### src/hw/rtl/assert_macros.svh
// assert_macros.svh: assertion macros shared by the RTL modules.
// Expects clk_i and rst_ni in the scope of every use.
`ifndef ASSERT_MACROS_SVH
`define ASSERT_MACROS_SVH

// Property must hold at every clock edge outside reset.
`define ASSERT_HOLDS(label, prop, msg) \
  label: assert property (@(posedge clk_i) disable iff (!rst_ni) (prop)) else $error(msg);

// When pre holds, post must hold in the next cycle.
`define ASSERT_NEXT(label, pre, post, msg) \
  label: assert property (@(posedge clk_i) disable iff (!rst_ni) (pre) |=> (post)) else $error(msg);

`endif

### src/hw/rtl/isl_pkg.sv
// isl_pkg: types and constants of the interval stopwatch logger.
// No dependencies.
package isl_pkg;

  // Request codes
  typedef enum logic [2:0] {
    REQ_START      = 3'd0,
    REQ_STOP       = 3'd1,
    REQ_RESTART    = 3'd2,
    REQ_CLEAR      = 3'd3,
    REQ_GET_COUNT  = 3'd4,
    REQ_GET_VALUES = 3'd5
  } req_e;

  // Sequencer states
  typedef enum logic [2:0] {
    ST_IDLE,
    ST_DECODE,
    ST_MUL,
    ST_DIV,
    ST_EMIT,
    ST_FETCH
  } state_e;

  // Configuration register indexes
  localparam int  CFG_IDX_W  = 1;
  localparam logic [CFG_IDX_W-1:0] CFG_TICKS  = 1'b0;
  localparam logic [CFG_IDX_W-1:0] CFG_OUT_EN = 1'b1;

  localparam logic [31:0] TICKS_RESET = 32'd32768;

  // Microseconds per second, fits in 20 bits
  localparam int          MICROS_W       = 20;
  localparam logic [MICROS_W-1:0] MICROS_PER_SEC = 20'd1000000;
  localparam int          PROD_W         = 32 + MICROS_W;

  // Cap on results of one get-values request
  localparam int MAX_RESULTS = 32;

  typedef struct packed {
    logic [2:0]  req_type;
    logic [2:0]  slot;
    logic [31:0] tag;
    logic [31:0] now_stamp;
  } req_item_t;

  typedef struct packed {
    logic        status;
    logic        wrapped;
    logic [4:0]  log_count_out;
    logic        entry_valid;
    logic [31:0] entry_tag;
    logic [31:0] entry_micros;
    logic        last;
    logic [7:0]  pin_levels;
  } res_item_t;

  // Divider status towards the sequencer
  typedef struct packed {
    logic busy;
    logic done;
  } div_stat_t;

endpackage

### src/hw/rtl/isl_chan_if.sv
// isl_chan_if: valid/ready channels for request and result items.
// Depends on isl_pkg.
interface isl_req_if;
  logic               valid;
  logic               ready;
  isl_pkg::req_item_t data;

  modport source (output valid, output data, input ready);
  modport sink   (input valid, input data, output ready);
endinterface

interface isl_res_if;
  logic               valid;
  logic               ready;
  isl_pkg::res_item_t data;

  modport source (output valid, output data, input ready);
  modport sink   (input valid, input data, output ready);
endinterface

### src/hw/rtl/interval_stopwatch_logger.sv
// interval_stopwatch_logger: stopwatch slots with a wrapping log of timed, tagged items.
// Depends on isl_pkg, isl_chan_if, isl_ram, isl_mdiv and assert_macros.svh.
//
//   channel   dir   kind               payload
//   req_ch    in    valid/ready item   req_type, slot, tag, now_stamp
//   res_ch    out   valid/ready item   status .. pin_levels (isl_pkg::res_item_t)
//   cfg_*     in    write only         cfg_idx_i selects register, cfg_data_i value
//
// Start, clear, get-count and unknown requests: DECODE, then EMIT to the output register.
// Stop and restart on a running slot go through MUL and DIV, waiting on the shared
// divider which makes one quotient bit a cycle over the 52-bit scaled product.
// Get-values: after DECODE, one result per logged entry each cycle the sink is ready.
// One item at a time; req_ch is ready only while the sequencer idles, which it
// may do with the last result still waiting in the output register.
// Reset clears slot state and the log count; log contents are not cleared.
`include "assert_macros.svh"

module interval_stopwatch_logger #(
  parameter int SLOT_COUNT = 8,
  parameter int LOG_DEPTH  = 32
) (
  input  logic                            clk_i,
  input  logic                            rst_ni,
  input  logic                            cfg_we_i,
  input  logic [isl_pkg::CFG_IDX_W-1:0]   cfg_idx_i,
  input  logic [31:0]                     cfg_data_i,
  isl_req_if.sink                         req_ch,
  isl_res_if.source                       res_ch
);
  localparam int SLOT_AW = (SLOT_COUNT > 1) ? $clog2(SLOT_COUNT) : 1;
  localparam int LOG_AW  = $clog2(LOG_DEPTH);

  // Configuration
  logic [31:0] tps_q;
  logic        oe_q;

  // Sequencer and slot state
  isl_pkg::state_e     state_q, state_d;
  logic [SLOT_COUNT-1:0] running_q, running_d;
  logic [LOG_AW-1:0]   cnt_q, cnt_d;
  logic [LOG_AW-1:0]   idx_q, idx_d;
  logic                status_q, status_d;
  logic                wrap_q, wrap_d;
  logic                ev_q, ev_d;

  // Latched request and working data
  isl_pkg::req_e       req_q, req_d;
  logic [2:0]          slot_q, slot_d;
  logic [31:0]         tag_q, tag_d;
  logic [31:0]         now_q, now_d;
  logic [31:0]         elapsed_q, elapsed_d;
  logic [31:0]         mic_q, mic_d;

  // Output register
  logic                out_valid_q, out_valid_d;
  isl_pkg::res_item_t  out_data_q, out_next;
  logic                out_load, out_free;

  // Memory and divider hookup
  logic                stamp_we, stamp_re;
  logic [31:0]         stamp_rdata;
  logic                log_we, log_re;
  logic [LOG_AW-1:0]   log_raddr;
  logic [63:0]         log_rdata;
  logic                div_start;
  logic [31:0]         quot;
  isl_pkg::div_stat_t  div_stat;

  logic                do_start;
  logic                slot_ok;
  logic [SLOT_AW-1:0]  slot_idx;
  logic                last_entry;
  logic [7:0]          pins;

  assign slot_ok  = 7'(slot_q) < 7'(SLOT_COUNT);
  assign slot_idx = SLOT_AW'(slot_q);
  assign out_free = !out_valid_q || res_ch.ready;

  // Final entry of a log dump: end of the log or the result cap
  assign last_entry = (idx_q == LOG_AW'(cnt_q - 1'b1)) ||
                      (7'(idx_q) == 7'(isl_pkg::MAX_RESULTS - 1));

  // Pins mirror running slots 0..7
  for (genvar k = 0; k < 8; k++) begin : g_pin
    if (k < SLOT_COUNT) begin : g_live
      assign pins[k] = running_q[k];
    end else begin : g_none
      assign pins[k] = 1'b0;
    end
  end

  isl_ram #(
    .WIDTH (32),
    .DEPTH (SLOT_COUNT)
  ) u_stamp_ram (
    .clk_i   (clk_i),
    .we_i    (stamp_we),
    .waddr_i (slot_idx),
    .wdata_i (now_q),
    .re_i    (stamp_re),
    .raddr_i (SLOT_AW'(req_ch.data.slot)),
    .rdata_o (stamp_rdata)
  );

  isl_ram #(
    .WIDTH (64),
    .DEPTH (LOG_DEPTH)
  ) u_log_ram (
    .clk_i   (clk_i),
    .we_i    (log_we),
    .waddr_i (cnt_q),
    .wdata_i ({tag_q, quot}),
    .re_i    (log_re),
    .raddr_i (log_raddr),
    .rdata_o (log_rdata)
  );

  isl_mdiv u_mdiv (
    .clk_i     (clk_i),
    .rst_ni    (rst_ni),
    .start_i   (div_start),
    .elapsed_i (elapsed_q),
    .divisor_i (tps_q),
    .quot_o    (quot),
    .stat_o    (div_stat)
  );

  // Sequencer
  always_comb begin
    state_d   = state_q;
    running_d = running_q;
    cnt_d     = cnt_q;
    idx_d     = idx_q;
    status_d  = status_q;
    wrap_d    = wrap_q;
    ev_d      = ev_q;
    req_d     = req_q;
    slot_d    = slot_q;
    tag_d     = tag_q;
    now_d     = now_q;
    elapsed_d = elapsed_q;
    mic_d     = mic_q;
    stamp_we  = 1'b0;
    stamp_re  = 1'b0;
    log_we    = 1'b0;
    log_re    = 1'b0;
    log_raddr = LOG_AW'(idx_q + 1'b1);
    div_start = 1'b0;
    out_load  = 1'b0;
    out_next  = '0;
    do_start  = 1'b0;
    req_ch.ready = 1'b0;

    unique case (state_q)
      isl_pkg::ST_IDLE: begin
        req_ch.ready = 1'b1;
        if (req_ch.valid) begin
          req_d    = isl_pkg::req_e'(req_ch.data.req_type);
          slot_d   = req_ch.data.slot;
          tag_d    = req_ch.data.tag;
          now_d    = req_ch.data.now_stamp;
          stamp_re = 1'b1;  // stamp ready in DECODE
          state_d  = isl_pkg::ST_DECODE;
        end
      end

      isl_pkg::ST_DECODE: begin
        status_d = 1'b0;
        wrap_d   = 1'b0;
        ev_d     = 1'b0;
        state_d  = isl_pkg::ST_EMIT;
        unique case (req_q)
          isl_pkg::REQ_START: do_start = 1'b1;
          isl_pkg::REQ_STOP,
          isl_pkg::REQ_RESTART: begin
            if (slot_ok && running_q[slot_idx]) begin
              elapsed_d = now_q - stamp_rdata;
              state_d   = isl_pkg::ST_MUL;
            end else begin
              status_d = 1'b1;
              do_start = (req_q == isl_pkg::REQ_RESTART);
            end
          end
          isl_pkg::REQ_CLEAR: cnt_d = '0;
          isl_pkg::REQ_GET_VALUES: begin
            if (cnt_q != '0) begin
              idx_d     = '0;
              log_re    = 1'b1;
              log_raddr = '0;
              state_d   = isl_pkg::ST_FETCH;
            end
          end
          default: ;  // get-count and unknown codes: plain acknowledgment
        endcase
      end

      isl_pkg::ST_MUL: begin
        div_start = 1'b1;
        state_d   = isl_pkg::ST_DIV;
      end

      isl_pkg::ST_DIV: begin
        if (div_stat.done) begin
          log_we              = 1'b1;
          wrap_d              = (cnt_q == LOG_AW'(LOG_DEPTH - 1));
          cnt_d               = wrap_d ? '0 : LOG_AW'(cnt_q + 1'b1);
          running_d[slot_idx] = 1'b0;
          mic_d               = quot;
          ev_d                = 1'b1;
          do_start            = (req_q == isl_pkg::REQ_RESTART);
          state_d             = isl_pkg::ST_EMIT;
        end
      end

      isl_pkg::ST_EMIT: begin
        if (out_free) begin
          out_load               = 1'b1;
          out_next.status        = status_q;
          out_next.wrapped       = wrap_q;
          out_next.log_count_out = 5'(cnt_q);
          out_next.entry_valid   = ev_q;
          out_next.entry_tag     = ev_q ? tag_q : '0;
          out_next.entry_micros  = ev_q ? mic_q : '0;
          out_next.last          = 1'b1;
          out_next.pin_levels    = oe_q ? pins : '0;
          state_d                = isl_pkg::ST_IDLE;
        end
      end

      isl_pkg::ST_FETCH: begin
        // log_rdata holds entry idx_q; next read is issued as this one leaves
        if (out_free) begin
          out_load               = 1'b1;
          out_next.log_count_out = 5'(cnt_q);
          out_next.entry_valid   = 1'b1;
          out_next.entry_tag     = log_rdata[63:32];
          out_next.entry_micros  = log_rdata[31:0];
          out_next.last          = last_entry;
          out_next.pin_levels    = oe_q ? pins : '0;
          if (last_entry) begin
            state_d = isl_pkg::ST_IDLE;
          end else begin
            idx_d  = LOG_AW'(idx_q + 1'b1);
            log_re = 1'b1;
          end
        end
      end

      default: state_d = isl_pkg::ST_IDLE;
    endcase

    // Start half: arm the slot, a zero stamp leaves it idle
    if (do_start && slot_ok) begin
      stamp_we            = 1'b1;
      running_d[slot_idx] = (now_q != '0);
    end
  end

  always_comb begin
    out_valid_d = out_valid_q;
    if (out_load) begin
      out_valid_d = 1'b1;
    end else if (res_ch.ready) begin
      out_valid_d = 1'b0;
    end
  end

  assign res_ch.valid = out_valid_q;
  assign res_ch.data  = out_data_q;

  always_ff @(posedge clk_i or negedge rst_ni) begin
    if (!rst_ni) begin
      state_q     <= isl_pkg::ST_IDLE;
      running_q   <= '0;
      cnt_q       <= '0;
      idx_q       <= '0;
      status_q    <= 1'b0;
      wrap_q      <= 1'b0;
      ev_q        <= 1'b0;
      req_q       <= isl_pkg::REQ_START;
      out_valid_q <= 1'b0;
      tps_q       <= isl_pkg::TICKS_RESET;
      oe_q        <= 1'b0;
    end else begin
      state_q     <= state_d;
      running_q   <= running_d;
      cnt_q       <= cnt_d;
      idx_q       <= idx_d;
      status_q    <= status_d;
      wrap_q      <= wrap_d;
      ev_q        <= ev_d;
      req_q       <= req_d;
      out_valid_q <= out_valid_d;
      if (cfg_we_i) begin
        if (cfg_idx_i == isl_pkg::CFG_TICKS) begin
          tps_q <= cfg_data_i;
        end else if (cfg_idx_i == isl_pkg::CFG_OUT_EN) begin
          oe_q <= cfg_data_i[0];
        end
      end
    end
  end

  always_ff @(posedge clk_i) begin
    slot_q    <= slot_d;
    tag_q     <= tag_d;
    now_q     <= now_d;
    elapsed_q <= elapsed_d;
    mic_q     <= mic_d;
    if (out_load) begin
      out_data_q <= out_next;
    end
  end

  `ASSERT_HOLDS(a_done_in_div, div_stat.done |-> state_q == isl_pkg::ST_DIV, "divider done outside wait state")
  `ASSERT_HOLDS(a_cnt_range, 32'(cnt_q) < 32'(LOG_DEPTH), "log count beyond log depth")
  `ASSERT_HOLDS(a_entry_status, res_ch.valid && res_ch.data.entry_valid |-> !res_ch.data.status, "entry with idle status")
  `ASSERT_NEXT(a_stop_clears, state_q == isl_pkg::ST_DIV && div_stat.done && req_q == isl_pkg::REQ_STOP, !running_q[slot_idx], "stopped slot still running")
  `ASSERT_HOLDS(a_load_free, out_load |-> out_free, "result overwritten before taken")
endmodule

### src/hw/rtl/isl_ram.sv
// isl_ram: generic single-write, single-read RAM with registered read data.
// No dependencies.
module isl_ram #(
  parameter  int WIDTH = 32,
  parameter  int DEPTH = 8,
  localparam int AW    = (DEPTH > 1) ? $clog2(DEPTH) : 1
) (
  input  logic                   clk_i,
  input  logic                   we_i,
  input  logic [AW-1:0]          waddr_i,
  input  logic [WIDTH-1:0]       wdata_i,
  input  logic                   re_i,
  input  logic [AW-1:0]          raddr_i,
  output logic [WIDTH-1:0]       rdata_o
);
  logic [WIDTH-1:0] mem [DEPTH];
  logic [WIDTH-1:0] rdata_q;

  always_ff @(posedge clk_i) begin
    if (we_i) begin
      mem[waddr_i] <= wdata_i;
    end
    if (re_i) begin
      rdata_q <= mem[raddr_i];
    end
  end

  assign rdata_o = rdata_q;
endmodule

### src/hw/rtl/isl_mdiv.sv
// isl_mdiv: scales elapsed ticks to microseconds, (elapsed * 1e6) / divisor.
// One registered multiply, then a restoring divider, one quotient bit a cycle.
// Depends on isl_pkg and assert_macros.svh.
`include "assert_macros.svh"

module isl_mdiv (
  input  logic                clk_i,
  input  logic                rst_ni,
  input  logic                start_i,
  input  logic [31:0]         elapsed_i,
  input  logic [31:0]         divisor_i,
  output logic [31:0]         quot_o,
  output isl_pkg::div_stat_t  stat_o
);
  localparam int PW     = isl_pkg::PROD_W;
  localparam int STEP_W = $clog2(PW + 1);

  logic              busy_q, busy_d;
  logic              done_q, done_d;
  logic [STEP_W-1:0] step_q, step_d;
  logic [PW-1:0]     dq_q, dq_d;
  logic [31:0]       rem_q, rem_d;
  logic [31:0]       quot_q, quot_d;
  logic [32:0]       rem_sh;
  logic              ge;

  // One restoring step; divisor 0 yields all ones naturally
  assign rem_sh = {rem_q, dq_q[PW-1]};
  assign ge     = rem_sh >= {1'b0, divisor_i};

  always_comb begin
    busy_d = busy_q;
    done_d = 1'b0;
    step_d = step_q;
    dq_d   = dq_q;
    rem_d  = rem_q;
    quot_d = quot_q;
    if (start_i) begin
      busy_d = 1'b1;
      step_d = STEP_W'(PW);
      dq_d   = PW'(elapsed_i) * PW'(isl_pkg::MICROS_PER_SEC);
      rem_d  = '0;
      quot_d = '0;
    end else if (busy_q) begin
      dq_d   = {dq_q[PW-2:0], 1'b0};
      rem_d  = ge ? 32'(rem_sh - {1'b0, divisor_i}) : rem_sh[31:0];
      quot_d = {quot_q[30:0], ge};
      step_d = STEP_W'(step_q - 1'b1);
      if (step_q == STEP_W'(1)) begin
        busy_d = 1'b0;
        done_d = 1'b1;
      end
    end
  end

  always_ff @(posedge clk_i or negedge rst_ni) begin
    if (!rst_ni) begin
      busy_q <= 1'b0;
      done_q <= 1'b0;
      step_q <= '0;
    end else begin
      busy_q <= busy_d;
      done_q <= done_d;
      step_q <= step_d;
    end
  end

  always_ff @(posedge clk_i) begin
    dq_q   <= dq_d;
    rem_q  <= rem_d;
    quot_q <= quot_d;
  end

  assign quot_o      = quot_q;
  assign stat_o.busy = busy_q;
  assign stat_o.done = done_q;

  `ASSERT_HOLDS(a_start_when_idle, start_i |-> !busy_q, "divider started while busy")
  `ASSERT_HOLDS(a_done_after_busy, $fell(busy_q) |-> done_q, "divider finished without done")
endmodule
### src/flat_wrapper.sv
// flat-port wrapper written by rule: the top's interface ports become plain ports
module interval_stopwatch_logger_flat 
#(
  parameter int SLOT_COUNT = 8,
  parameter int LOG_DEPTH  = 32
)
  (clk_i, rst_ni, cfg_we_i, cfg_idx_i, cfg_data_i, req_ch_valid, req_ch_data, req_ch_ready, res_ch_valid, res_ch_data, res_ch_ready);
  isl_req_if req_ch_i ();
  isl_res_if res_ch_i ();
  input  logic clk_i;
  input  logic rst_ni;
  input  logic cfg_we_i;
  input  logic [isl_pkg::CFG_IDX_W-1:0] cfg_idx_i;
  input  logic [31:0] cfg_data_i;
  input wire logic [$bits(req_ch_i.valid)-1:0] req_ch_valid;
  input wire logic [$bits(req_ch_i.data)-1:0] req_ch_data;
  output wire logic [$bits(req_ch_i.ready)-1:0] req_ch_ready;
  output wire logic [$bits(res_ch_i.valid)-1:0] res_ch_valid;
  output wire logic [$bits(res_ch_i.data)-1:0] res_ch_data;
  input wire logic [$bits(res_ch_i.ready)-1:0] res_ch_ready;
  assign req_ch_i.valid = req_ch_valid;
  assign req_ch_i.data = req_ch_data;
  assign req_ch_ready = req_ch_i.ready;
  assign res_ch_valid = res_ch_i.valid;
  assign res_ch_data = res_ch_i.data;
  assign res_ch_i.ready = res_ch_ready;
  interval_stopwatch_logger #(.SLOT_COUNT(SLOT_COUNT), .LOG_DEPTH(LOG_DEPTH)) u_core (.clk_i(clk_i), .rst_ni(rst_ni), .cfg_we_i(cfg_we_i), .cfg_idx_i(cfg_idx_i), .cfg_data_i(cfg_data_i), .req_ch(req_ch_i), .res_ch(res_ch_i));
endmodule
### config.mk
export PLATFORM = sky130hd
export DESIGN_NAME = interval_stopwatch_logger_flat
export DESIGN_NICKNAME = d
export VERILOG_FILES = /design/src/hw/rtl/isl_pkg.sv /design/src/hw/rtl/isl_chan_if.sv /design/src/hw/rtl/interval_stopwatch_logger.sv /design/src/hw/rtl/isl_ram.sv /design/src/hw/rtl/isl_mdiv.sv /design/src/flat_wrapper.sv
export VERILOG_INCLUDE_DIRS = /design/src /design/src/hw/rtl
export SDC_FILE = /design/constraint.sdc
export NUM_CORES = 2
export LEC_CHECK = 0
export BUFFER_PORTS_ARGS = -buffer_cell sky130_fd_sc_hd__buf_2
export CORE_MARGIN = 2
export CORE_UTILIZATION = 60
export DETAILED_ROUTE_END_ITERATION = 7
export PLACE_DENSITY = 0.82
export SYNTH_ARGS = -nofsm -noshare
export SYNTH_HDL_FRONTEND = slang
export SYNTH_SLANG_ARGS = --single-unit
### constraint.sdc
create_clock -name clk_i -period 6.5 [get_ports clk_i]
set_clock_uncertainty 0.05 [all_clocks]
set_input_delay 0.975 -clock clk_i [delete_from_list [all_inputs] [get_ports clk_i]]
set_output_delay 0.975 -clock clk_i [all_outputs]
set_load 0.05 [all_outputs]
==> results.json <==
{
  "status": "finished, violations left",
  "violations": "capacitance limit",
  "placed_cell_area_um2": 122000,
  "synthesis.nets": 8676,
  "numCtsBuffers": 292,
  "end_kind": "flip-flop",
  "die_y_um": 447,
  "yosys-top-cells-count": "edfxtp_1 (2658), nand2_1 (1274), nand3_1 (415), clkbuf_1 (314), inv_1 (302)",
  "critPathArrivalTime_ns": 6.74,
  "clockBufferDepth": 4,
  "syn_to_final_growth_pct": 11.3,
  "crit_chain": "inv_1 > fa_1 > fa_1 > inv_1 > fa_1 > fa_1 > ha_1 > inv_1 > fa_1 > inv_1 > ha_1 > a21o_1 > a21o_1 > a21oi_1 > o21ai_0 > a21boi_0 > o21ai_0 > a21oi_1 > o21ai_0 > a221o_1",
  "finalCritPeriodShare_pct": 94.0,
  "path_class": "reg2reg",
  "cts_tree": "done",
  "via_per_inst": 6.81,
  "grt_pass1_vias": 75000,
  "timing.hold.ws_ns": 0.144,
  "ir_drop_mv": 0.471,
  "clock_sinks": 2791,
  "finalHoldViolCount": 0,
  "wire_per_inst_um": 29.1,
  "gp_congestion": 0.877,
  "io-pin-count": 191,
  "slew_headroom_pct": 0.648,
  "grtUsageTotal_pct": 32.2,
  "finalWirelength_mm": 325,
  "critPathLaunchType": "flip-flop",
  "min_path_type": "in2reg",
  "synth_cells": 8205,
  "yosys.area.top_type": "edfxtp_1",
  "start_util_pct": 60.4,
  "cp_max_fo": 8,
  "ys_warn_count": 0,
  "crit_required_ns": 7.12,
  "path_clk_slew_ns": 0.06,
  "cpMostUsedCell": "fa_1",
  "rsz0062_at_grt": "false",
  "ant_nets": 0,
  "maxCapViolCount": 1,
  "critPathMaxStageDelay_ns": 0.50,
  "die_x_um": 447,
  "grt_start_max_net_pins": 189,
  "grt_pass1_wl_mm": 476,
  "async_reset_ff_share_pct": 2.47,
  "nNetsFinal": 8820,
  "fmax_ghz": 0.164,
  "final_max_slew_viol_count": 0,
  "avgSynthCellArea_um2": 14.4,
  "drtPass1Iterations": 6,
  "core_area_um2": 195000,
  "synth.most_common_cell": "edfxtp_1",
  "synth.ff_latch_count": 2791,
  "place_inst": 10700,
  "power_mw": 56.1,
  "nFillCells": 12500,
  "dieArea_um2": 200000,
  "synth_top_area_share_pct": 67.7,
  "cts_htree_levels": 5,
  "dpl.hpwl_mm": 171,
  "cts-root-buf": "clkbuf_16",
  "tightest_slew_ns": 1.49,
  "drtIter0Drc": 12100,
  "finalInstanceArea_um2": 131000,
  "drive_gt1_share_pct": 11.1,
  "instances_no_fill": 11200,
  "slowest_stage": "fa_1",
  "fin_crit_ns": 6.11,
  "setup_violations": 0,
  "vias": 76100,
  "rows": 162,
  "powerDensity_nw_per_um2": 427,
  "syn_area_um2": 118000,
  "ys.flop_type": "edfxtp_1",
  "insertion_delay_ns": 0.96,
  "netlist_top_cells_area": "edfxtp_1 (68%), nand2_1 (4.1%), ha_1 (2.4%)",
  "ys_seq_area_share_pct": 70.3,
  "synth_edf_count": 2658,
  "power_leakage_nw": 45.7,
  "setup_tns_ns": 0,
  "overflow": 0,
  "grt_antenna_before_repair": 8,
  "place.port_buffers": 190,
  "synth_cell_type_count": 74,
  "drc": 0
}
-- layer usage --
metal / wire [um] / up-vias / track usage [%]
met1: 113000 / 37100 / 42.5
li1: - / 31600 / -
met2: 150000 / 6194 / 50.1
met3: 43400 / 1240 / 7.58
met5: 50 / - / 0
met4: 18400 / 8 / 16.7
-- state kept, by name, indices dropped and copies added (netlist names), 6 cells and up --
register                    count
u_core.elapsed_q               32
u_core.u_log_ram.rdata_o       64
u_core.u_stamp_ram.rdata_o     32
u_core.u_mdiv.rem_q            32
u_core.u_mdiv.step_q            6
u_core.now_q                   32
u_core.u_mdiv.quot_o           32
u_core.tag_q                   32
u_core.res_ch.data             81
u_core.u_log_ram.mem         2048
u_core.mic_q                   32
u_core.tps_q                   32
u_core.u_mdiv.dq_q             46
u_core.pins                     8
u_core.u_stamp_ram.mem        256
-- worst max-delay path, delay by kind of cell (launching register included) --
family                     cells  cell delay (ns)
adders and majority gates      7             3.03
AOI/OAI and AO/OA              9             1.88
DFF                            1             0.48
buffers and inverters          4             0.46
-- worst paths after layout --
check                                     start                      to  slack, ns  cells past startpoint
max                        u_core.elapsed_q[17]  u_core.u_mdiv.dq_q[50]       0.39                     20
min                              req_ch_data[6]         u_core.now_q[6]       0.14                      1
max reg2reg                u_core.elapsed_q[17]  u_core.u_mdiv.dq_q[50]       0.39                     20
min reg2reg                     u_core.status_q         u_core.status_q       0.42                      2
max in group asynchronous                rst_ni    u_core.u_mdiv.busy_q       4.84                      3
min in group asynchronous                rst_ni         u_core.tps_q[4]       0.42                      2
-- cell type report --
cell class / instances / area, um2 / area share (%)
flip-flops and latches: 2791 / 82800 / 63.2
multi-input cells: 4609 / 32200 / 24.6
clock buffers: 383 / 7960 / 6.07
well taps: 2624 / 3280 / 2.50
repair buffers: 353 / 2720 / 2.07
inverters: 302 / 1140 / 0.872
clock inverters: 114 / 982 / 0.749
diodes: 4 / 10.0 / 0.00763
-- metrics by stage --
stage | setup WS (ns) | util [%]
2_1_floorplan | 0.801 | -
6_report | 0.389 | 67.3
3_5_place_dp | 0.312 | 62.7
4_1_cts | 0.305 | 67.2
3_3_place_gp | 0.377 | 62.7
5_1_grt | 0.0430 | 67.3
-- repair_timing --
action / in CTS / in global routing
hold endpoints to repair: 16 / 0
resized for setup: 0 / 1
setup buffers: 0 / 0
hold buffers: 1 / 0
setup endpoints to repair: 0 / 1
-- report_power, final --
part / switching [mW] / total, mW / internal, mW
clock: 6.72 / 15.9 / 9.22
combinational: 12.0 / 17.9 / 5.85
sequential: 0.969 / 22.2 / 21.3
-- cell families after synthesis --
| logic type | Yosys count | synth area share, % |
|---|---|---|
| flip-flops | 2791 | 70.3 |
| AND/OR/NAND/NOR | 2284 | 8.63 |
| AO/OA/AOI/OAI | 1530 | 9.28 |
| buffers and inverters | 805 | 2.76 |
| adder cells (fa/ha/maj) | 363 | 4.73 |
| multiplexers | 331 | 3.56 |
| XOR/XNOR | 101 | 0.751 |
-- cell usage in the layout (no fill, tap or decap), types with 28 or more instances in the layout --
cell,count
fa_1,137
edfxtp_1,2658
o21ai_0,277
dfrtp_1,66
nor2_4,44
ha_1,226
dfxtp_1,64
xor2_1,35
buf_12,43
clkinv_1,42
buf_4,121
nand2_1,1270
a21o_1,61
mux4_2,65
a21oi_1,168
buf_2,188
xnor2_1,64
a311oi_1,275
nor3_1,28
o311ai_1,31
o211ai_1,60
clkinv_2,41
nand3_1,415
a22o_1,65
clkbuf_1,69
a211oi_1,141
or3_1,129
o31ai_1,65
and3_1,37
inv_1,298
o221ai_1,54
o2111ai_1,46
nor2b_1,130
o22ai_1,110
nor2_1,131
mux2_2,53
clkbuf_16,300
mux2i_1,213
(Power assumes the default switching activity.)
